## src/rtl/lxfr_pkg.sv

```systemverilog
`timescale 1ns / 1ps
// ----------------------------------------------------------------------------
// lxfr_pkg
// Shared types and constants of the lagged XOR feedback random generator.
// ----------------------------------------------------------------------------
package lxfr_pkg;

  localparam int TABLE_DEPTH_DEF = 256;
  localparam int TAP_LAG_DEF     = 103;

  localparam int WORD_W   = 16;
  localparam int SEED_W   = 32;
  localparam int SPAN_W   = 17;

  // Column pattern: entries 5k+3 get bit 15-k set, entries 5k+4 get it cleared (k < 16).
  localparam int          PATTERN_STRIDE = 5;
  localparam int          PATTERN_SET    = 3;
  localparam int          PATTERN_CLR    = 4;
  localparam int          COL_COUNT      = 16;
  localparam logic [15:0] TOP_BIT        = 16'h8000;

  typedef enum logic {
    ACT_RESEED = 1'b0,
    ACT_DRAW   = 1'b1
  } action_t;

  typedef enum logic [2:0] {
    ST_CLEAR,
    ST_IDLE,
    ST_FILL,
    ST_READ,
    ST_DATA
  } st_t;

  typedef struct packed {
    logic load;         // input transfer taken this cycle
    logic sweep_start;  // reseed transfer taken, restart the fill sequence
    logic sweep_en;     // one table entry written by the sweep this cycle
    logic sweep_zero;   // sweep writes zeros (clearing pass after reset)
    logic commit;       // draw result written back and presented
  } ctl_t;

endpackage

```

## src/rtl/lxfr_fill.sv

```systemverilog
`timescale 1ns / 1ps
// ----------------------------------------------------------------------------
// lxfr_fill
// Table sweep: seed sequence and column pattern, or zeros after reset.
// ----------------------------------------------------------------------------
module lxfr_fill #(
  parameter int TABLE_DEPTH = lxfr_pkg::TABLE_DEPTH_DEF
) (
  input  logic                           clk,
  input  logic                           rst,
  input  lxfr_pkg::ctl_t                 ctl,
  input  logic [lxfr_pkg::SEED_W-1:0]    seed,
  output logic [$clog2(TABLE_DEPTH)-1:0] fill_addr,
  output logic [lxfr_pkg::WORD_W-1:0]    fill_data,
  output logic                           sweep_last
);

  import lxfr_pkg::*;

  localparam int AW = $clog2(TABLE_DEPTH);

  logic [AW-1:0]     count;
  logic [SEED_W-1:0] x;
  logic [SEED_W-1:0] x_next;
  logic [2:0]        phase;
  logic [4:0]        col;
  logic [WORD_W-1:0] col_bit;
  logic [WORD_W-1:0] word;
  logic              col_live;

  // Multiplying by 65539 is the sum of x, 2x and x shifted up by 16.
  assign x_next = x + {x[SEED_W-2:0], 1'b0} + {x[SEED_W-17:0], 16'h0000};

  assign col_live = (col < 5'(COL_COUNT));
  assign col_bit  = TOP_BIT >> col[3:0];

  always_comb begin
    word = x_next[WORD_W-1:0];
    if (col_live && (phase == 3'(PATTERN_SET))) begin
      word = word | col_bit;
    end else if (col_live && (phase == 3'(PATTERN_CLR))) begin
      word = word & ~col_bit;
    end
  end

  assign fill_addr  = count;
  assign fill_data  = ctl.sweep_zero ? '0 : word;
  assign sweep_last = (count == AW'(TABLE_DEPTH - 1));

  always_ff @(posedge clk) begin
    if (rst) begin
      count <= '0;
      phase <= '0;
      col   <= '0;
    end else if (ctl.sweep_start) begin
      count <= '0;
      phase <= '0;
      col   <= '0;
    end else if (ctl.sweep_en) begin
      count <= sweep_last ? '0 : count + 1'b1;
      if (phase == 3'(PATTERN_STRIDE - 1)) begin
        phase <= '0;
      end else begin
        phase <= phase + 1'b1;
      end
      if (col_live && (phase == 3'(PATTERN_CLR))) begin
        col <= col + 1'b1;
      end
    end
  end

  always_ff @(posedge clk) begin
    if (ctl.sweep_start) begin
      x <= seed;
    end else if (ctl.sweep_en) begin
      x <= x_next;
    end
  end

endmodule

```

## config.mk

```make
export PLATFORM = sky130hd
export DESIGN_NAME = lxfr_fill
export DESIGN_NICKNAME = d
export VERILOG_FILES = /design/src/rtl/lxfr_pkg.sv /design/src/rtl/lxfr_fill.sv
export SDC_FILE = /design/constraint.sdc
export NUM_CORES = 1
export LEC_CHECK = 0
export BUFFER_PORTS_ARGS = -buffer_cell sky130_fd_sc_hd__buf_2
export CORE_ASPECT_RATIO = 1.4
export CORE_MARGIN = 1.5
export CORE_UTILIZATION = 40
export CTS_CLUSTER_DIAMETER = 60
export DETAILED_ROUTE_END_ITERATION = 6
export PLACE_DENSITY = 0.74
export SETUP_SLACK_MARGIN = 0.3
export SYNTH_ARGS = -nofsm -noshare
export SYNTH_HDL_FRONTEND = slang
export SYNTH_SLANG_ARGS = --single-unit
```

## constraint.sdc

```tcl
create_clock -name clk -period 3.06 [get_ports clk]
set_clock_uncertainty 0.05 [all_clocks]
set_input_delay 0.153 -clock clk [delete_from_list [all_inputs] [get_ports clk]]
set_output_delay 0.153 -clock clk [all_outputs]
set_load 0.02 [all_outputs]
```

* After elaboration in Yosys (flattened, before gate mapping)
Cells that the tools add are included.
Widths: inputs -> output; s select.
** Storage, ports and cells
- Register bits :: 48
- Latch bits :: 0
- Memory bits (writable) :: 0
- ROM bits :: 0
- Input port bits :: 39
- Memories :: 0
** Operators by class
- Add/sub/neg operators :: 5
- $mul :: 0
- Div/mod/pow operators :: 0
- Magnitude comparators :: 1
- Equality and inequality tests :: 3
- Shifts and indexed selects :: 1
- Muxes and demuxes :: 7
- Bitwise gates (word level) :: 3
- Reductions and logical operators :: 5
** Operators with widths (number)
- $add 32x32->32 :: 2
- $mux 32 :: 2
- $mux 16 :: 3
- $and 16x16->16 :: 1
- $not 16->16 :: 1
- $or 16x16->16 :: 1
- $shr 16x4->16 const A :: 1
- $add 8x1->8 const B :: 1
- $eq 8x8->1 const B :: 1
- $mux 8 :: 1
- $add 5x1->5 const B :: 1
- $lt 5x5->1 const B :: 1
- $add 3x1->3 const B :: 1
- $eq 3x2->1 const B :: 1
- $eq 3x3->1 const B :: 1
- $mux 3 :: 1
- $logic_and 1x1->1 :: 2
- $reduce_and 2->1 :: 1
- $reduce_bool 2->1 :: 1
- $reduce_or 2->1 :: 1

* Logic depth before layout (Yosys ltp)
Gate-level depths: netlist (run 1).
- Word-level depth :: 6
- Gate-level depth with buffers :: 10
- Gate-level depth less buffers :: 9

* Least setup slack after synthesis (run 1)
OpenSTA, ideal clock, no wires.
- Path kind :: register -> output
- Start point :: register x[1]
- End point :: output port fill_data[10] (netlist name)
- Arrival time :: 2.636 ns
- Slack :: 0.221 ns
- Stages on the path, launching flop included :: 9
- Path through :: edfxtp_1 > ha_1 > ha_1 > fa_1 > a211oi_1 > o21bai_1 > a21boi_0 > xor2_1 > o32ai_1
** Between the ends
- Longest elaborated chain between the ends :: 6
- Elaborated cells between the ends (all ways) :: 7
- Classes of those cells :: add/sub (2); mux (3); bitwise (2)
** RTL lines
- start, declared :: RTL line lxfr_fill.sv:23 : logic [SEED_W-1:0] x;
- start signal, assigned :: RTL line lxfr_fill.sv:76 : x <= x_next;
- $add 32x32->32 * (2 in series) :: RTL line lxfr_fill.sv:32 : assign x_next = x + {x[SEED_W-2:0], 1'b0} + {x[SEED_W-17:0], 16'h0000};
- $and 16x16->16 :: RTL line lxfr_fill.sv:42 : word = word & ~col_bit;
- $mux 16 :: RTL line lxfr_fill.sv:41 : end else if (col_live && (phase == 3'(PATTERN_CLR))) begin
- $mux 16 * :: RTL line lxfr_fill.sv:39 : if (col_live && (phase == 3'(PATTERN_SET))) begin
- $mux 16 * :: RTL line lxfr_fill.sv:47 : assign fill_data = ctl.sweep_zero ? '0 : word;
- end, declared :: RTL line lxfr_fill.sv:14 : output logic [lxfr_pkg::WORD_W-1:0] fill_data,
Mark *: on every way between the ends. The rest lies on a longest branch, timed or not.

* Final worst setup path (run 1)
- Start point :: register x[7]
- End point :: output port fill_data[13] (netlist name)
The elaborated chain is that of the path after synthesis.

==> report_table.html, run 1 <==
<table>
<tr><th>Metric</th><th>Value</th></tr>
<tr><th colspan="2">Synthesis</th></tr>
<tr><td>Flip-flop and latch count after synthesis</td><td>32</td></tr>
<tr><td>Post-synthesis cell type count</td><td>44</td></tr>
<tr><td>Most instantiated flip-flop cell in the synthesis netlist</td><td>edfxtp_1</td></tr>
<tr><td>Share of synthesized registers carrying an async set or reset</td><td>0%</td></tr>
<tr><td>Average size of a mapped cell</td><td>8.708 µm²</td></tr>
<tr><td>Register area share after synthesis</td><td>30.75%</td></tr>
<tr><td>Number of warnings printed during yosys synthesis</td><td>0</td></tr>
<tr><td>Post-Syn Instances</td><td>299</td></tr>
<tr><td>Synth Net Count</td><td>376</td></tr>
<tr><td>Post-Synthesis Cell Area</td><td>2604 µm²</td></tr>
<tr><td>EDFF count, synth</td><td>16</td></tr>
<tr><th colspan="2">Die</th></tr>
<tr><td>Area of the placeable core</td><td>6254 µm²</td></tr>
<tr><td>Core Rows</td><td>34</td></tr>
<tr><td>Starting utilization of the core area</td><td>41.64%</td></tr>
<tr><td>I/O pin cnt</td><td>64</td></tr>
<tr><td>Full die area</td><td>7009 µm²</td></tr>
<tr><td>Die Y-Extent</td><td>98.46 µm</td></tr>
<tr><td>Width of the die</td><td>71.19 µm</td></tr>
<tr><th colspan="2">Cells and area</th></tr>
<tr><td>Nets</td><td>434</td></tr>
<tr><td>Filler cell count</td><td>566</td></tr>
<tr><td>Synth-to-layout area growth</td><td>27.78%</td></tr>
<tr><td>Share of final-layout standard cells stronger than drive strength 1</td><td>32.12%</td></tr>
<tr><td>Number of inserted diodes</td><td>0</td></tr>
<tr><th colspan="2">Clock tree</th></tr>
<tr><td>Root buffer cell</td><td>clkbuf_8</td></tr>
<tr><td>Clock sinks</td><td>32</td></tr>
<tr><td>TritonCTS clock tree</td><td>built</td></tr>
<tr><td>Post-CTS clock slew at the launch and capture registers of the worst setup and hold paths</td><td>0.08 ns</td></tr>
<tr><td>Depth of the CTS H-tree</td><td>2</td></tr>
<tr><td>Skew-Pair Late Insertion Delay</td><td>0.30 ns</td></tr>
<tr><td>Number of CTS-inserted buffers</td><td>5</td></tr>
<tr><td>Number of buffers inserted for hold repair after clock tree synthesis</td><td>0</td></tr>
<tr><td>Clock Path Buffers</td><td>2</td></tr>
<tr><th colspan="2">Route</th></tr>
<tr><td>Via Count</td><td>2391</td></tr>
<tr><td>Residual antenna-violating net count after detailed routing</td><td>0</td></tr>
<tr><td>Via/cell ratio</td><td>5.560</td></tr>
<tr><td>TritonRoute pass-1 iters</td><td>4</td></tr>
<tr><td>Post-route DRC violation count</td><td>0</td></tr>
<tr><td>Routed wire length</td><td>6661 µm</td></tr>
<tr><td>Detailed-route wire length per cell</td><td>15.49 µm</td></tr>
<tr><td>Iter 0 DRT Violations</td><td>84</td></tr>
<tr><th colspan="2">Placement</th></tr>
<tr><td>Placement-stage worst setup slack</td><td>0.04667 ns</td></tr>
<tr><td>Port bufs</td><td>45</td></tr>
<tr><td>DP Wirelength</td><td>4654 µm</td></tr>
<tr><td>Final estimated routing congestion in global placement</td><td>0.8229</td></tr>
<tr><th colspan="2">STA</th></tr>
<tr><td>Final max-slew violation count</td><td>0</td></tr>
<tr><td>Fin worst setup slack</td><td>-0.06238 ns</td></tr>
<tr><td>Tightest Pin Transition</td><td>0.5724 ns</td></tr>
<tr><td>Final clock period utilization by the worst path</td><td>102.0%</td></tr>
<tr><td>Worst slew margin</td><td>61.84%</td></tr>
<tr><td>Setup repair after global routing missed its margin</td><td>true</td></tr>
<tr><td>Number of failing hold endpoints at the final stage</td><td>0</td></tr>
<tr><td>Final critical path time including I/O delays and setup</td><td>3.122 ns</td></tr>
<tr><td>Final Setup Violations</td><td>2</td></tr>
<tr><td>Fmax</td><td>320.3 MHz</td></tr>
<tr><th colspan="2">Setup path</th></tr>
<tr><td>Worst path arrival time</td><td>2.92 ns</td></tr>
<tr><td>Cells along the critical path</td><td>ha_1 -&gt; ha_1 -&gt; a21o_1 -&gt; a21oi_1 -&gt; o21ai_0 -&gt; a221oi_2 -&gt; xor2_1 -&gt; o31ai_2 -&gt; buf_4</td></tr>
<tr><td>Required time worst endpoint</td><td>2.86 ns</td></tr>
<tr><td>Largest fanout of any net on the critical path</td><td>6</td></tr>
<tr><td>Startpoint type of the worst setup path</td><td>flop</td></tr>
<tr><td>Critical-path cell with the highest stage delay</td><td>edfxtp_1</td></tr>
<tr><td>Stage delay of the slowest cell on the critical path</td><td>0.41 ns</td></tr>
<tr><td>Top cell by count, worst path</td><td>ha_1</td></tr>
<tr><td>Kind of end point of the critical path</td><td>output pin</td></tr>
<tr><td>Kind of critical path</td><td>flop to output pin</td></tr>
<tr><th colspan="2">Status</th></tr>
<tr><td>Outcome</td><td>complete, but fails checks</td></tr>
<tr><td>Violated checks</td><td>negative setup slack</td></tr>
<tr><th colspan="2">Job</th></tr>
<tr><td>Max-cap violations</td><td>0</td></tr>
<tr><th colspan="2">Global routing</th></tr>
<tr><td>Wire length of the first global-routing pass</td><td>10730 µm</td></tr>
<tr><td>Vias in the first global route</td><td>2411</td></tr>
<tr><td>Maximum number of pins on one net before global-route repair</td><td>31</td></tr>
<tr><td>GRT Residual Overflow</td><td>0</td></tr>
<tr><td>Overall routing resource usage</td><td>19.11%</td></tr>
<tr><td>Antenna violations before repair</td><td>0</td></tr>
<tr><th colspan="2">Min path</th></tr>
<tr><td>Class of the tightest hold or removal check</td><td>input port to flop</td></tr>
</table>
## repair_timing
item / CTS / global route
resized for setup: 32 / 15
buffers inserted: 13 / 5
setup endpoints to repair: 13 / 16
pin swaps: 23 / 14
hold endpoints to repair: 0 / 0
## final cells by class
cell class / instances / area (µm²) / area share [%]
clock inverters: 3 / 21.27 / 0.6393
inverters: 10 / 37.54 / 1.128
flip-flops and latches: 32 / 800.8 / 24.07
clock buffers: 5 / 68.82 / 2.068
multi-input cells: 244 / 1898 / 57.05
well taps: 72 / 90.09 / 2.708
repair buffers: 64 / 410.4 / 12.34
## synth_stat cells (all sizes together), types with 3 or more instances
cell type | number | area share (%)
o21ai | 19 | 3.7
nor3 | 4 | 0.77
dfxtp | 16 | 12
a31oi | 3 | 0.72
nand3 | 16 | 3.1
mux2 | 4 | 1.7
ha | 37 | 18
edfxtp | 16 | 18
o21bai | 4 | 1.2
a21oi | 17 | 3.4
a32oi | 3 | 1.0
nand2 | 31 | 4.5
nand4 | 5 | 1.2
nor2 | 33 | 4.8
mux2i | 6 | 2.3
xnor2 | 10 | 3.4
and2 | 6 | 1.4
xor2 | 12 | 4.0
nor2b | 7 | 1.7
inv | 9 | 1.3
clkbuf | 11 | 1.6
## cell usage in the layout (no fill, tap or decap), drive strengths merged, types with 6 or more instances in the layout
cell,synthesis,final
nor2,33,33
xor2,12,12
edfxtp,16,16
o21ai,19,19
buf,2,64
a21oi,17,17
dfxtp,16,16
nor2b,7,7
ha,37,37
xnor2,10,10
nand3,16,16
mux2i,6,6
and2,6,6
nand2,31,31
inv,9,11
## worst paths after layout
kind	from	to	slack, ns	cells past startpoint
min	seed[9]	x[9]$_DFFE_PN_	0.08	3
min reg2reg	phase[2]$_SDFFE_PP0P_	phase[2]$_SDFFE_PP0P_	0.47	2
max reg2reg	x[1]$_DFFE_PN_	x[12]$_DFFE_PN_	0.13	13
max	x[7]$_DFFE_PN_	fill_data[13]	-0.06	9
## kinds of logic after synthesis
family / count (synthesis) / synth area share (%)
AOI/OAI and AO/OA: 65 / 16.58
xor gates and xnor gates: 22 / 7.400
adders and majority gates: 38 / 18.55
buffers and inverters: 23 / 3.460
DFF: 32 / 30.75
muxes: 10 / 4.036
and+or+nand+nor: 109 / 19.22
## routing by layer
metal  global-route usage, %  wire length [µm]  up-vias
li1                        -                 -     1194
met1                   20.90              2662     1126
met2                   35.61              3575       60
met3                   3.374               310       11
met4                   7.547               113        0
met5                       0                 0        -
## worst max-delay path: cells and delay by family, from the launching register on
kind            cells  cell delay (ns)
compound gates      5             1.17
xor+xnor            1             0.16
fa+ha+maj           2             0.70
buf+inv             1             0.18
flops               1             0.41
## sequential cells by signal, summed over array words and instances (netlist names)
signal,count
col,5
x,16
fill_addr,8
phase,3
## through the flow
stage / setup TNS, ns / utilization (%) / std cells / hold WS, ns / cell area (µm²)
finish: -0.08734 / 53.20 / 430 / 0.07951 / 3327
floorplan: 0 / - / 299 / 0.2852 / 2616
global route: -0.9290 / 53.20 / 430 / 0.09035 / 3327
global placement: 0 / 46.16 / 404 / 0.3824 / 2887
CTS: 0 / 51.56 / 425 / 0.07451 / 3224
detailed placement: 0 / 46.16 / 404 / 0.3880 / 2887
Power of run 1 is left out: the tool's default activity adds up to more than one toggle a clock period on the data nets, which glitch-free logic cannot reach.
==> run 2, diff against run 1 <==
--- a/config.mk
+++ b/config.mk
@@ -9,10 +9,12 @@
 export CORE_ASPECT_RATIO = 1.4
 export CORE_MARGIN = 1.5
 export CORE_UTILIZATION = 40
-export CTS_CLUSTER_DIAMETER = 60
+export CTS_CLUSTER_DIAMETER = 80
 export DETAILED_ROUTE_END_ITERATION = 6
 export PLACE_DENSITY = 0.74
+export RECOVER_POWER = 100
 export SETUP_SLACK_MARGIN = 0.3
 export SYNTH_ARGS = -nofsm -noshare
 export SYNTH_HDL_FRONTEND = slang
 export SYNTH_SLANG_ARGS = --single-unit
+export TNS_END_PERCENT = 50
==> run 2 against run 1 <==
The run now ends clean. Cell count shrank 0.47%. First-iteration DRC count grew 130%. Worst setup slack gained 0.078 ns. Register-to-register slack lost 0.07 ns. Global-route usage shrank 0.60 points. Cell area shrank 1.7%. Worst hold slack gained 0.0050 ns. Fmax grew 2.6%. Die area is the same. Critical path type unchanged. Largest cell class unchanged. Highest routed layer unchanged.
==> report_table.html, run 2 (synthesized netlist as in run 1, its figures left out) <==
<table>
<tr><th>Metric</th><th>Value</th></tr>
<tr><th colspan="2">Min path</th></tr>
<tr><td>Start point of the worst hold path</td><td>seed[8]</td></tr>
<tr><td>Number of cells traversed by the worst hold path</td><td>3</td></tr>
<tr><td>Class of the tightest hold or removal check</td><td>input port to flop</td></tr>
<tr><td>Worst Hold Endpoint</td><td>x[8]$_DFFE_PN_</td></tr>
<tr><th colspan="2">Clock tree</th></tr>
<tr><td>Depth of the CTS H-tree</td><td>2</td></tr>
<tr><td>Root buffer cell</td><td>clkbuf_8</td></tr>
<tr><td>Skew-Pair Late Insertion Delay</td><td>0.29 ns</td></tr>
<tr><td>TritonCTS clock tree</td><td>built</td></tr>
<tr><td>Clock Path Buffers</td><td>2</td></tr>
<tr><td>Post-CTS clock slew at the launch and capture registers of the worst setup and hold paths</td><td>0.08 ns</td></tr>
<tr><td>Number of CTS-inserted buffers</td><td>5</td></tr>
<tr><td>Clock sinks</td><td>32</td></tr>
<tr><th colspan="2">Global routing</th></tr>
<tr><td>Antenna violations before repair</td><td>0</td></tr>
<tr><td>Overall routing resource usage</td><td>18.51%</td></tr>
<tr><td>Maximum number of pins on one net before global-route repair</td><td>31</td></tr>
<tr><td>Vias in the first global route</td><td>2426</td></tr>
<tr><td>Wire length of the first global-routing pass</td><td>10540 µm</td></tr>
<tr><td>GRT Residual Overflow</td><td>0</td></tr>
<tr><th colspan="2">Setup path</th></tr>
<tr><td>Setup slack on the worst flop-to-flop path</td><td>0.06 ns</td></tr>
<tr><td>Capture point of the worst reg-to-reg path</td><td>x[12]$_DFFE_PN_</td></tr>
<tr><td>Kind of critical path</td><td>flop to output pin</td></tr>
<tr><td>Required time worst endpoint</td><td>2.86 ns</td></tr>
<tr><td>Startpoint type of the worst setup path</td><td>flop</td></tr>
<tr><td>Reg-to-Reg Start</td><td>x[2]$_DFFE_PN_</td></tr>
<tr><td>Worst path arrival time</td><td>2.84 ns</td></tr>
<tr><td>Count of cells along the worst register-to-register path</td><td>13</td></tr>
<tr><td>Largest fanout of any net on the critical path</td><td>2</td></tr>
<tr><td>Kind of end point of the critical path</td><td>output pin</td></tr>
<tr><th colspan="2">Route</th></tr>
<tr><td>Detailed-route wire length per cell</td><td>15.18 µm</td></tr>
<tr><td>Routed wire length</td><td>6499 µm</td></tr>
<tr><td>TritonRoute pass-1 iters</td><td>4</td></tr>
<tr><td>Residual antenna-violating net count after detailed routing</td><td>0</td></tr>
<tr><td>Via Count</td><td>2417</td></tr>
<tr><td>Iter 0 DRT Violations</td><td>197</td></tr>
<tr><td>Post-route DRC violation count</td><td>0</td></tr>
<tr><td>Via/cell ratio</td><td>5.647</td></tr>
<tr><th colspan="2">Cells and area</th></tr>
<tr><td>Number of inserted diodes</td><td>0</td></tr>
<tr><td>Commonest cells after routing, fill and taps aside</td><td>nor2_1 (33), nand2_1 (29), ha_1 (27), buf_2 (25), buf_4 (22)</td></tr>
<tr><td>Nets</td><td>432</td></tr>
<tr><td>Top register by number of flip-flops</td><td>x</td></tr>
<tr><td>Synth-to-layout area growth</td><td>25.61%</td></tr>
<tr><td>Share of final-layout standard cells stronger than drive strength 1</td><td>26.40%</td></tr>
<tr><td>Commonest non-fill, non-tap cell in the layout</td><td>nor2_1</td></tr>
<tr><td>Max FFs per register</td><td>16</td></tr>
<tr><th colspan="2">STA</th></tr>
<tr><td>Worst slew margin</td><td>13.28%</td></tr>
<tr><td>Tightest Pin Transition</td><td>1.301 ns</td></tr>
<tr><td>Final critical path time including I/O delays and setup</td><td>3.044 ns</td></tr>
<tr><td>Final Setup Violations</td><td>0</td></tr>
<tr><td>Worst Hold Margin</td><td>0.08448 ns</td></tr>
<tr><td>Final max-slew violation count</td><td>0</td></tr>
<tr><td>Sum of negative setup slack</td><td>0 ns</td></tr>
<tr><td>Final clock period utilization by the worst path</td><td>99.47%</td></tr>
<tr><td>Fmax</td><td>328.5 MHz</td></tr>
<tr><td>Fin worst setup slack</td><td>0.01611 ns</td></tr>
<tr><td>Number of failing hold endpoints at the final stage</td><td>0</td></tr>
<tr><td>Setup repair after global routing missed its margin</td><td>true</td></tr>
<tr><th colspan="2">Status</th></tr>
<tr><td>Outcome</td><td>complete, no violations</td></tr>
<tr><th colspan="2">Die</th></tr>
<tr><td>Die Y-Extent</td><td>98.46 µm</td></tr>
<tr><td>Core Rows</td><td>34</td></tr>
<tr><td>Area of the placeable core</td><td>6254 µm²</td></tr>
<tr><td>Width of the die</td><td>71.19 µm</td></tr>
<tr><td>Full die area</td><td>7009 µm²</td></tr>
<tr><td>I/O pin cnt</td><td>64</td></tr>
<tr><td>Starting utilization of the core area</td><td>41.64%</td></tr>
<tr><th colspan="2">Placement</th></tr>
<tr><td>Placement-stage worst setup slack</td><td>0.07839 ns</td></tr>
<tr><td>Port bufs</td><td>45</td></tr>
<tr><td>Final estimated routing congestion in global placement</td><td>0.8378</td></tr>
<tr><td>DP Wirelength</td><td>4592 µm</td></tr>
<tr><th colspan="2">Job</th></tr>
<tr><td>Max-cap violations</td><td>0</td></tr>
</table>
[run 2: cell types whose count changed in the layout (fill, tap and decap cells not counted), sizes merged]
cell | previous run | this run
clkbuf | 5 | 20
buf | 64 | 47
[run 2: repair_timing]
item	4_1_cts	5_1_grt
setup endpoints to repair	12	14
setup buffers	11	5
resized for setup	25	10
hold buffers	0	0
pin swaps	20	8
gates cloned	0	0
[run 2: layout make-up]
| type | count | area, µm² |
|---|---|---|
| inverter | 10 | 37.54 |
| tap | 72 | 90.09 |
| sequential | 32 | 800.8 |
| clock buffer | 5 | 68.82 |
| fill | 586 | 2983 |
| timing repair buffer | 62 | 350.3 |
| clock inverter | 3 | 21.27 |
| multi-input combinational | 244 | 1902 |
[run 2: critical path, stage by stage (launching register included)]
cell and delay [ns]:
edfxtp_1 0.44, ha_1 0.30, ha_2 0.20, fa_2 0.39
buf_4 0.16, a21o_1 0.18, a21oi_2 0.15, xor2_1 0.26
a31oi_1 0.07, a21oi_1 0.15, nor2_1 0.06, buf_2 0.17
[run 2: layer usage]
layer	global-route usage, %	wire [µm]
met5	0	0
met4	7.112	133
met3	3.885	295
met2	33.40	3458
met1	20.91	2612
[run 2: how the worst max path moves through the flow]
stage	startpoint	endpoint	slack, ns	depth (start not counted)
global route	x[2]$_DFFE_PN_	fill_data[6]	-0.09	11
detailed placement	x[1]$_DFFE_PN_	fill_data[12]	0.08	10
finish	x[2]$_DFFE_PN_	fill_data[6]	0.02	11
floorplan	x[2]$_DFFE_PN_	fill_data[13]	0.27	8
global placement	x[1]$_DFFE_PN_	fill_data[12]	0.12	10
CTS	x[2]$_DFFE_PN_	fill_data[12]	0.04	10
[run 2: through the flow]
stage | utilization (%) | area, µm² | std cells
2_1_floorplan | - | 2611 | 299
3_3_place_gp | 46.08 | 2882 | 404
3_5_place_dp | 46.08 | 2882 | 404
4_1_cts | 51.34 | 3211 | 423
5_1_grt | 52.30 | 3271 | 428
6_report | 52.30 | 3271 | 428
Power of run 2 is left out for the same reason.
==> run 3, diff against run 2 <==
--- a/config.mk
+++ b/config.mk
@@ -11,6 +11,8 @@
 export CORE_UTILIZATION = 40
 export CTS_CLUSTER_DIAMETER = 80
 export DETAILED_ROUTE_END_ITERATION = 6
+export GPL_TIMING_DRIVEN = 0
+export HOLD_SLACK_MARGIN = 0.03
 export PLACE_DENSITY = 0.74
 export RECOVER_POWER = 100
 export SETUP_SLACK_MARGIN = 0.3
==> constraint.sdc (replaced) <==
create_clock -name clk -period 3.06 [get_ports clk]
set_clock_uncertainty 0.05 [all_clocks]
set_input_delay 0.153 -clock clk [delete_from_list [all_inputs] [get_ports clk]]
set_output_delay 0.153 -clock clk [all_outputs]
set_load 0.1 [all_outputs]
==> run 3 against run 2 <==
The flow now finishes with violations (negative setup slack). Wire length grew 7.3%. Cell count grew 1.2%. Critical path depth shrank 1. Non-clock buffer count grew 5. Global-route usage grew 1.4 points. Core utilization grew 5.3 points. Sequential cell count is the same. First-iteration DRC count shrank 39%. Sequential share of layout area shrank 2.2 points. Register-to-register slack gained 0.14 ns. Cell area grew 10%. Critical path type unchanged.
==> report_table.html, run 3 (synthesized netlist as in run 1, its figures left out) <==
<table>
<tr><th>Metric</th><th>Value</th></tr>
<tr><th colspan="2">Status</th></tr>
<tr><td>Outcome</td><td>complete, but fails checks</td></tr>
<tr><td>Violated checks</td><td>negative setup slack</td></tr>
<tr><th colspan="2">Route</th></tr>
<tr><td>Post-route DRC violation count</td><td>0</td></tr>
<tr><td>Via/cell ratio</td><td>5.654</td></tr>
<tr><td>Iter 0 DRT Violations</td><td>120</td></tr>
<tr><td>Detailed-route wire length per cell</td><td>16.11 µm</td></tr>
<tr><td>TritonRoute pass-1 iters</td><td>4</td></tr>
<tr><td>Via Count</td><td>2448</td></tr>
<tr><td>Routed wire length</td><td>6976 µm</td></tr>
<tr><td>Residual antenna-violating net count after detailed routing</td><td>0</td></tr>
<tr><th colspan="2">Min path</th></tr>
<tr><td>Class of the tightest hold or removal check</td><td>input port to flop</td></tr>
<tr><th colspan="2">Global routing</th></tr>
<tr><td>Overall routing resource usage</td><td>19.89%</td></tr>
<tr><td>Antenna violations before repair</td><td>0</td></tr>
<tr><td>GRT Residual Overflow</td><td>0</td></tr>
<tr><td>Maximum number of pins on one net before global-route repair</td><td>16</td></tr>
<tr><td>Wire length of the first global-routing pass</td><td>11100 µm</td></tr>
<tr><td>Vias in the first global route</td><td>2414</td></tr>
<tr><th colspan="2">Cells and area</th></tr>
<tr><td>Max FFs per register</td><td>16</td></tr>
<tr><td>Share of final-layout standard cells stronger than drive strength 1</td><td>30.19%</td></tr>
<tr><td>Commonest non-fill, non-tap cell in the layout</td><td>nor2_1</td></tr>
<tr><td>Multi-input gate area in the final layout</td><td>2088 µm²</td></tr>
<tr><td>Area of all placed cells without fillers</td><td>3601 µm²</td></tr>
<tr><td>Nets</td><td>437</td></tr>
<tr><td>Area taken by flip-flops and latches</td><td>800.8 µm²</td></tr>
<tr><td>Top register by number of flip-flops</td><td>x</td></tr>
<tr><td>Commonest cells after routing, fill and taps aside</td><td>nor2_1 (32), nand2_1 (30), buf_2 (26), ha_1 (25), clkbuf_1 (19)</td></tr>
<tr><td>Filler cell count</td><td>548</td></tr>
<tr><td>Synth-to-layout area growth</td><td>38.30%</td></tr>
<tr><td>Number of inserted diodes</td><td>0</td></tr>
<tr><td>Final standard cell count with taps included and fillers excluded</td><td>433</td></tr>
<tr><th colspan="2">Clock tree</th></tr>
<tr><td>Depth of the CTS H-tree</td><td>2</td></tr>
<tr><td>Clock sinks</td><td>32</td></tr>
<tr><td>Clock Path Buffers</td><td>2</td></tr>
<tr><td>Post-CTS clock slew at the launch and capture registers of the worst setup and hold paths</td><td>0.08 ns</td></tr>
<tr><td>Root buffer cell</td><td>clkbuf_8</td></tr>
<tr><td>TritonCTS clock tree</td><td>built</td></tr>
<tr><td>Skew-Pair Late Insertion Delay</td><td>0.30 ns</td></tr>
<tr><td>Number of CTS-inserted buffers</td><td>5</td></tr>
<tr><th colspan="2">Die</th></tr>
<tr><td>Core Rows</td><td>34</td></tr>
<tr><td>Starting utilization of the core area</td><td>41.64%</td></tr>
<tr><td>Die Y-Extent</td><td>98.46 µm</td></tr>
<tr><td>Full die area</td><td>7009 µm²</td></tr>
<tr><td>Width of the die</td><td>71.19 µm</td></tr>
<tr><td>Area of the placeable core</td><td>6254 µm²</td></tr>
<tr><td>I/O pin cnt</td><td>64</td></tr>
<tr><th colspan="2">Placement</th></tr>
<tr><td>Post-DP Area</td><td>3060 µm²</td></tr>
<tr><td>Port bufs</td><td>44</td></tr>
<tr><td>DP Wirelength</td><td>5087 µm</td></tr>
<tr><td>Placement-stage worst setup slack</td><td>-0.005162 ns</td></tr>
<tr><td>Final estimated routing congestion in global placement</td><td>0.8702</td></tr>
<tr><td>Number of instances in the placed design</td><td>415</td></tr>
<tr><th colspan="2">Job</th></tr>
<tr><td>Max-cap violations</td><td>0</td></tr>
<tr><th colspan="2">STA</th></tr>
<tr><td>Final Setup Violations</td><td>6</td></tr>
<tr><td>Final critical path time including I/O delays and setup</td><td>3.139 ns</td></tr>
<tr><td>Fmax</td><td>318.6 MHz</td></tr>
<tr><td>Number of failing hold endpoints at the final stage</td><td>0</td></tr>
<tr><td>Fin worst setup slack</td><td>-0.07855 ns</td></tr>
<tr><td>Worst slew margin</td><td>22.06%</td></tr>
<tr><td>Setup repair after global routing missed its margin</td><td>true</td></tr>
<tr><td>Final max-slew violation count</td><td>0</td></tr>
<tr><td>Final clock period utilization by the worst path</td><td>102.6%</td></tr>
<tr><td>Tightest Pin Transition</td><td>1.169 ns</td></tr>
<tr><th colspan="2">Setup path</th></tr>
<tr><td>Largest fanout of any net on the critical path</td><td>3</td></tr>
<tr><td>Required time worst endpoint</td><td>2.86 ns</td></tr>
<tr><td>Startpoint type of the worst setup path</td><td>flop</td></tr>
<tr><td>Worst path arrival time</td><td>2.94 ns</td></tr>
<tr><td>Kind of end point of the critical path</td><td>output pin</td></tr>
<tr><td>Kind of critical path</td><td>flop to output pin</td></tr>
</table>
==> run 3: final timing paths <==
check / startpoint / endpoint / slack, ns / cells past startpoint
max: x[3]$_DFFE_PN_ / fill_data[12] / -0.08 / 10
min: rst / col[2]$_SDFFE_PP0P_ / 0.07 / 3
max reg2reg: x[3]$_DFFE_PN_ / x[12]$_DFFE_PN_ / 0.20 / 10
min reg2reg: fill_addr[6]$_SDFFE_PP0P_ / fill_addr[6]$_SDFFE_PP0P_ / 0.47 / 2
==> run 3: final cells by class <==
cell class	count	area share, %
buffer	13	1.425
inverter	10	1.042
timing repair buffer	54	12.27
clock buffer	5	1.911
multi-input combinational	244	57.99
tap	72	2.502
clock inverter	3	0.6254
sequential	32	22.24
==> run 3: timing repair <==
action | CTS | global route
resized for setup | 56 | 19
endpoints found under the setup margin | 13 | 16
cloned | 0 | 0
pin swaps | 18 | 10
setup buffers | 5 | 4
endpoints found under the hold margin | 1 | 0
hold buffers | 1 | 0
==> run 3: per-stage QoR <==
stage,TNS [ns],hold WS [ns],util [%]
global route,-0.8451,0.07495,57.58
CTS,-0.2100,0.06683,55.40
global placement,0,0.3060,48.94
floorplan,-0.09997,0.2852,-
detailed placement,-0.005162,0.3056,48.94
finish,-0.2191,0.07153,57.58
==> run 3: worst max-delay path, cell delays in order (launching register included) <==
cell      delay [ns]
edfxtp_1        0.49
ha_4            0.30
buf_4           0.14
fa_2            0.42
a211oi_2        0.23
o21bai_2        0.13
a21boi_2        0.26
o21ai_2         0.10
xnor2_2         0.25
o22ai_4         0.13
buf_12          0.20
==> run 3: routing by layer <==
metal / wire, µm / GRT usage (%) / share of wire, %
met1: 2711 / 22.42 / 39
met3: 369 / 4.397 / 5.3
met2: 3756 / 36.25 / 54
met4: 138 / 6.676 / 2.0
met5: 0 / 0 / 0
Power of run 3 is left out for the same reason.
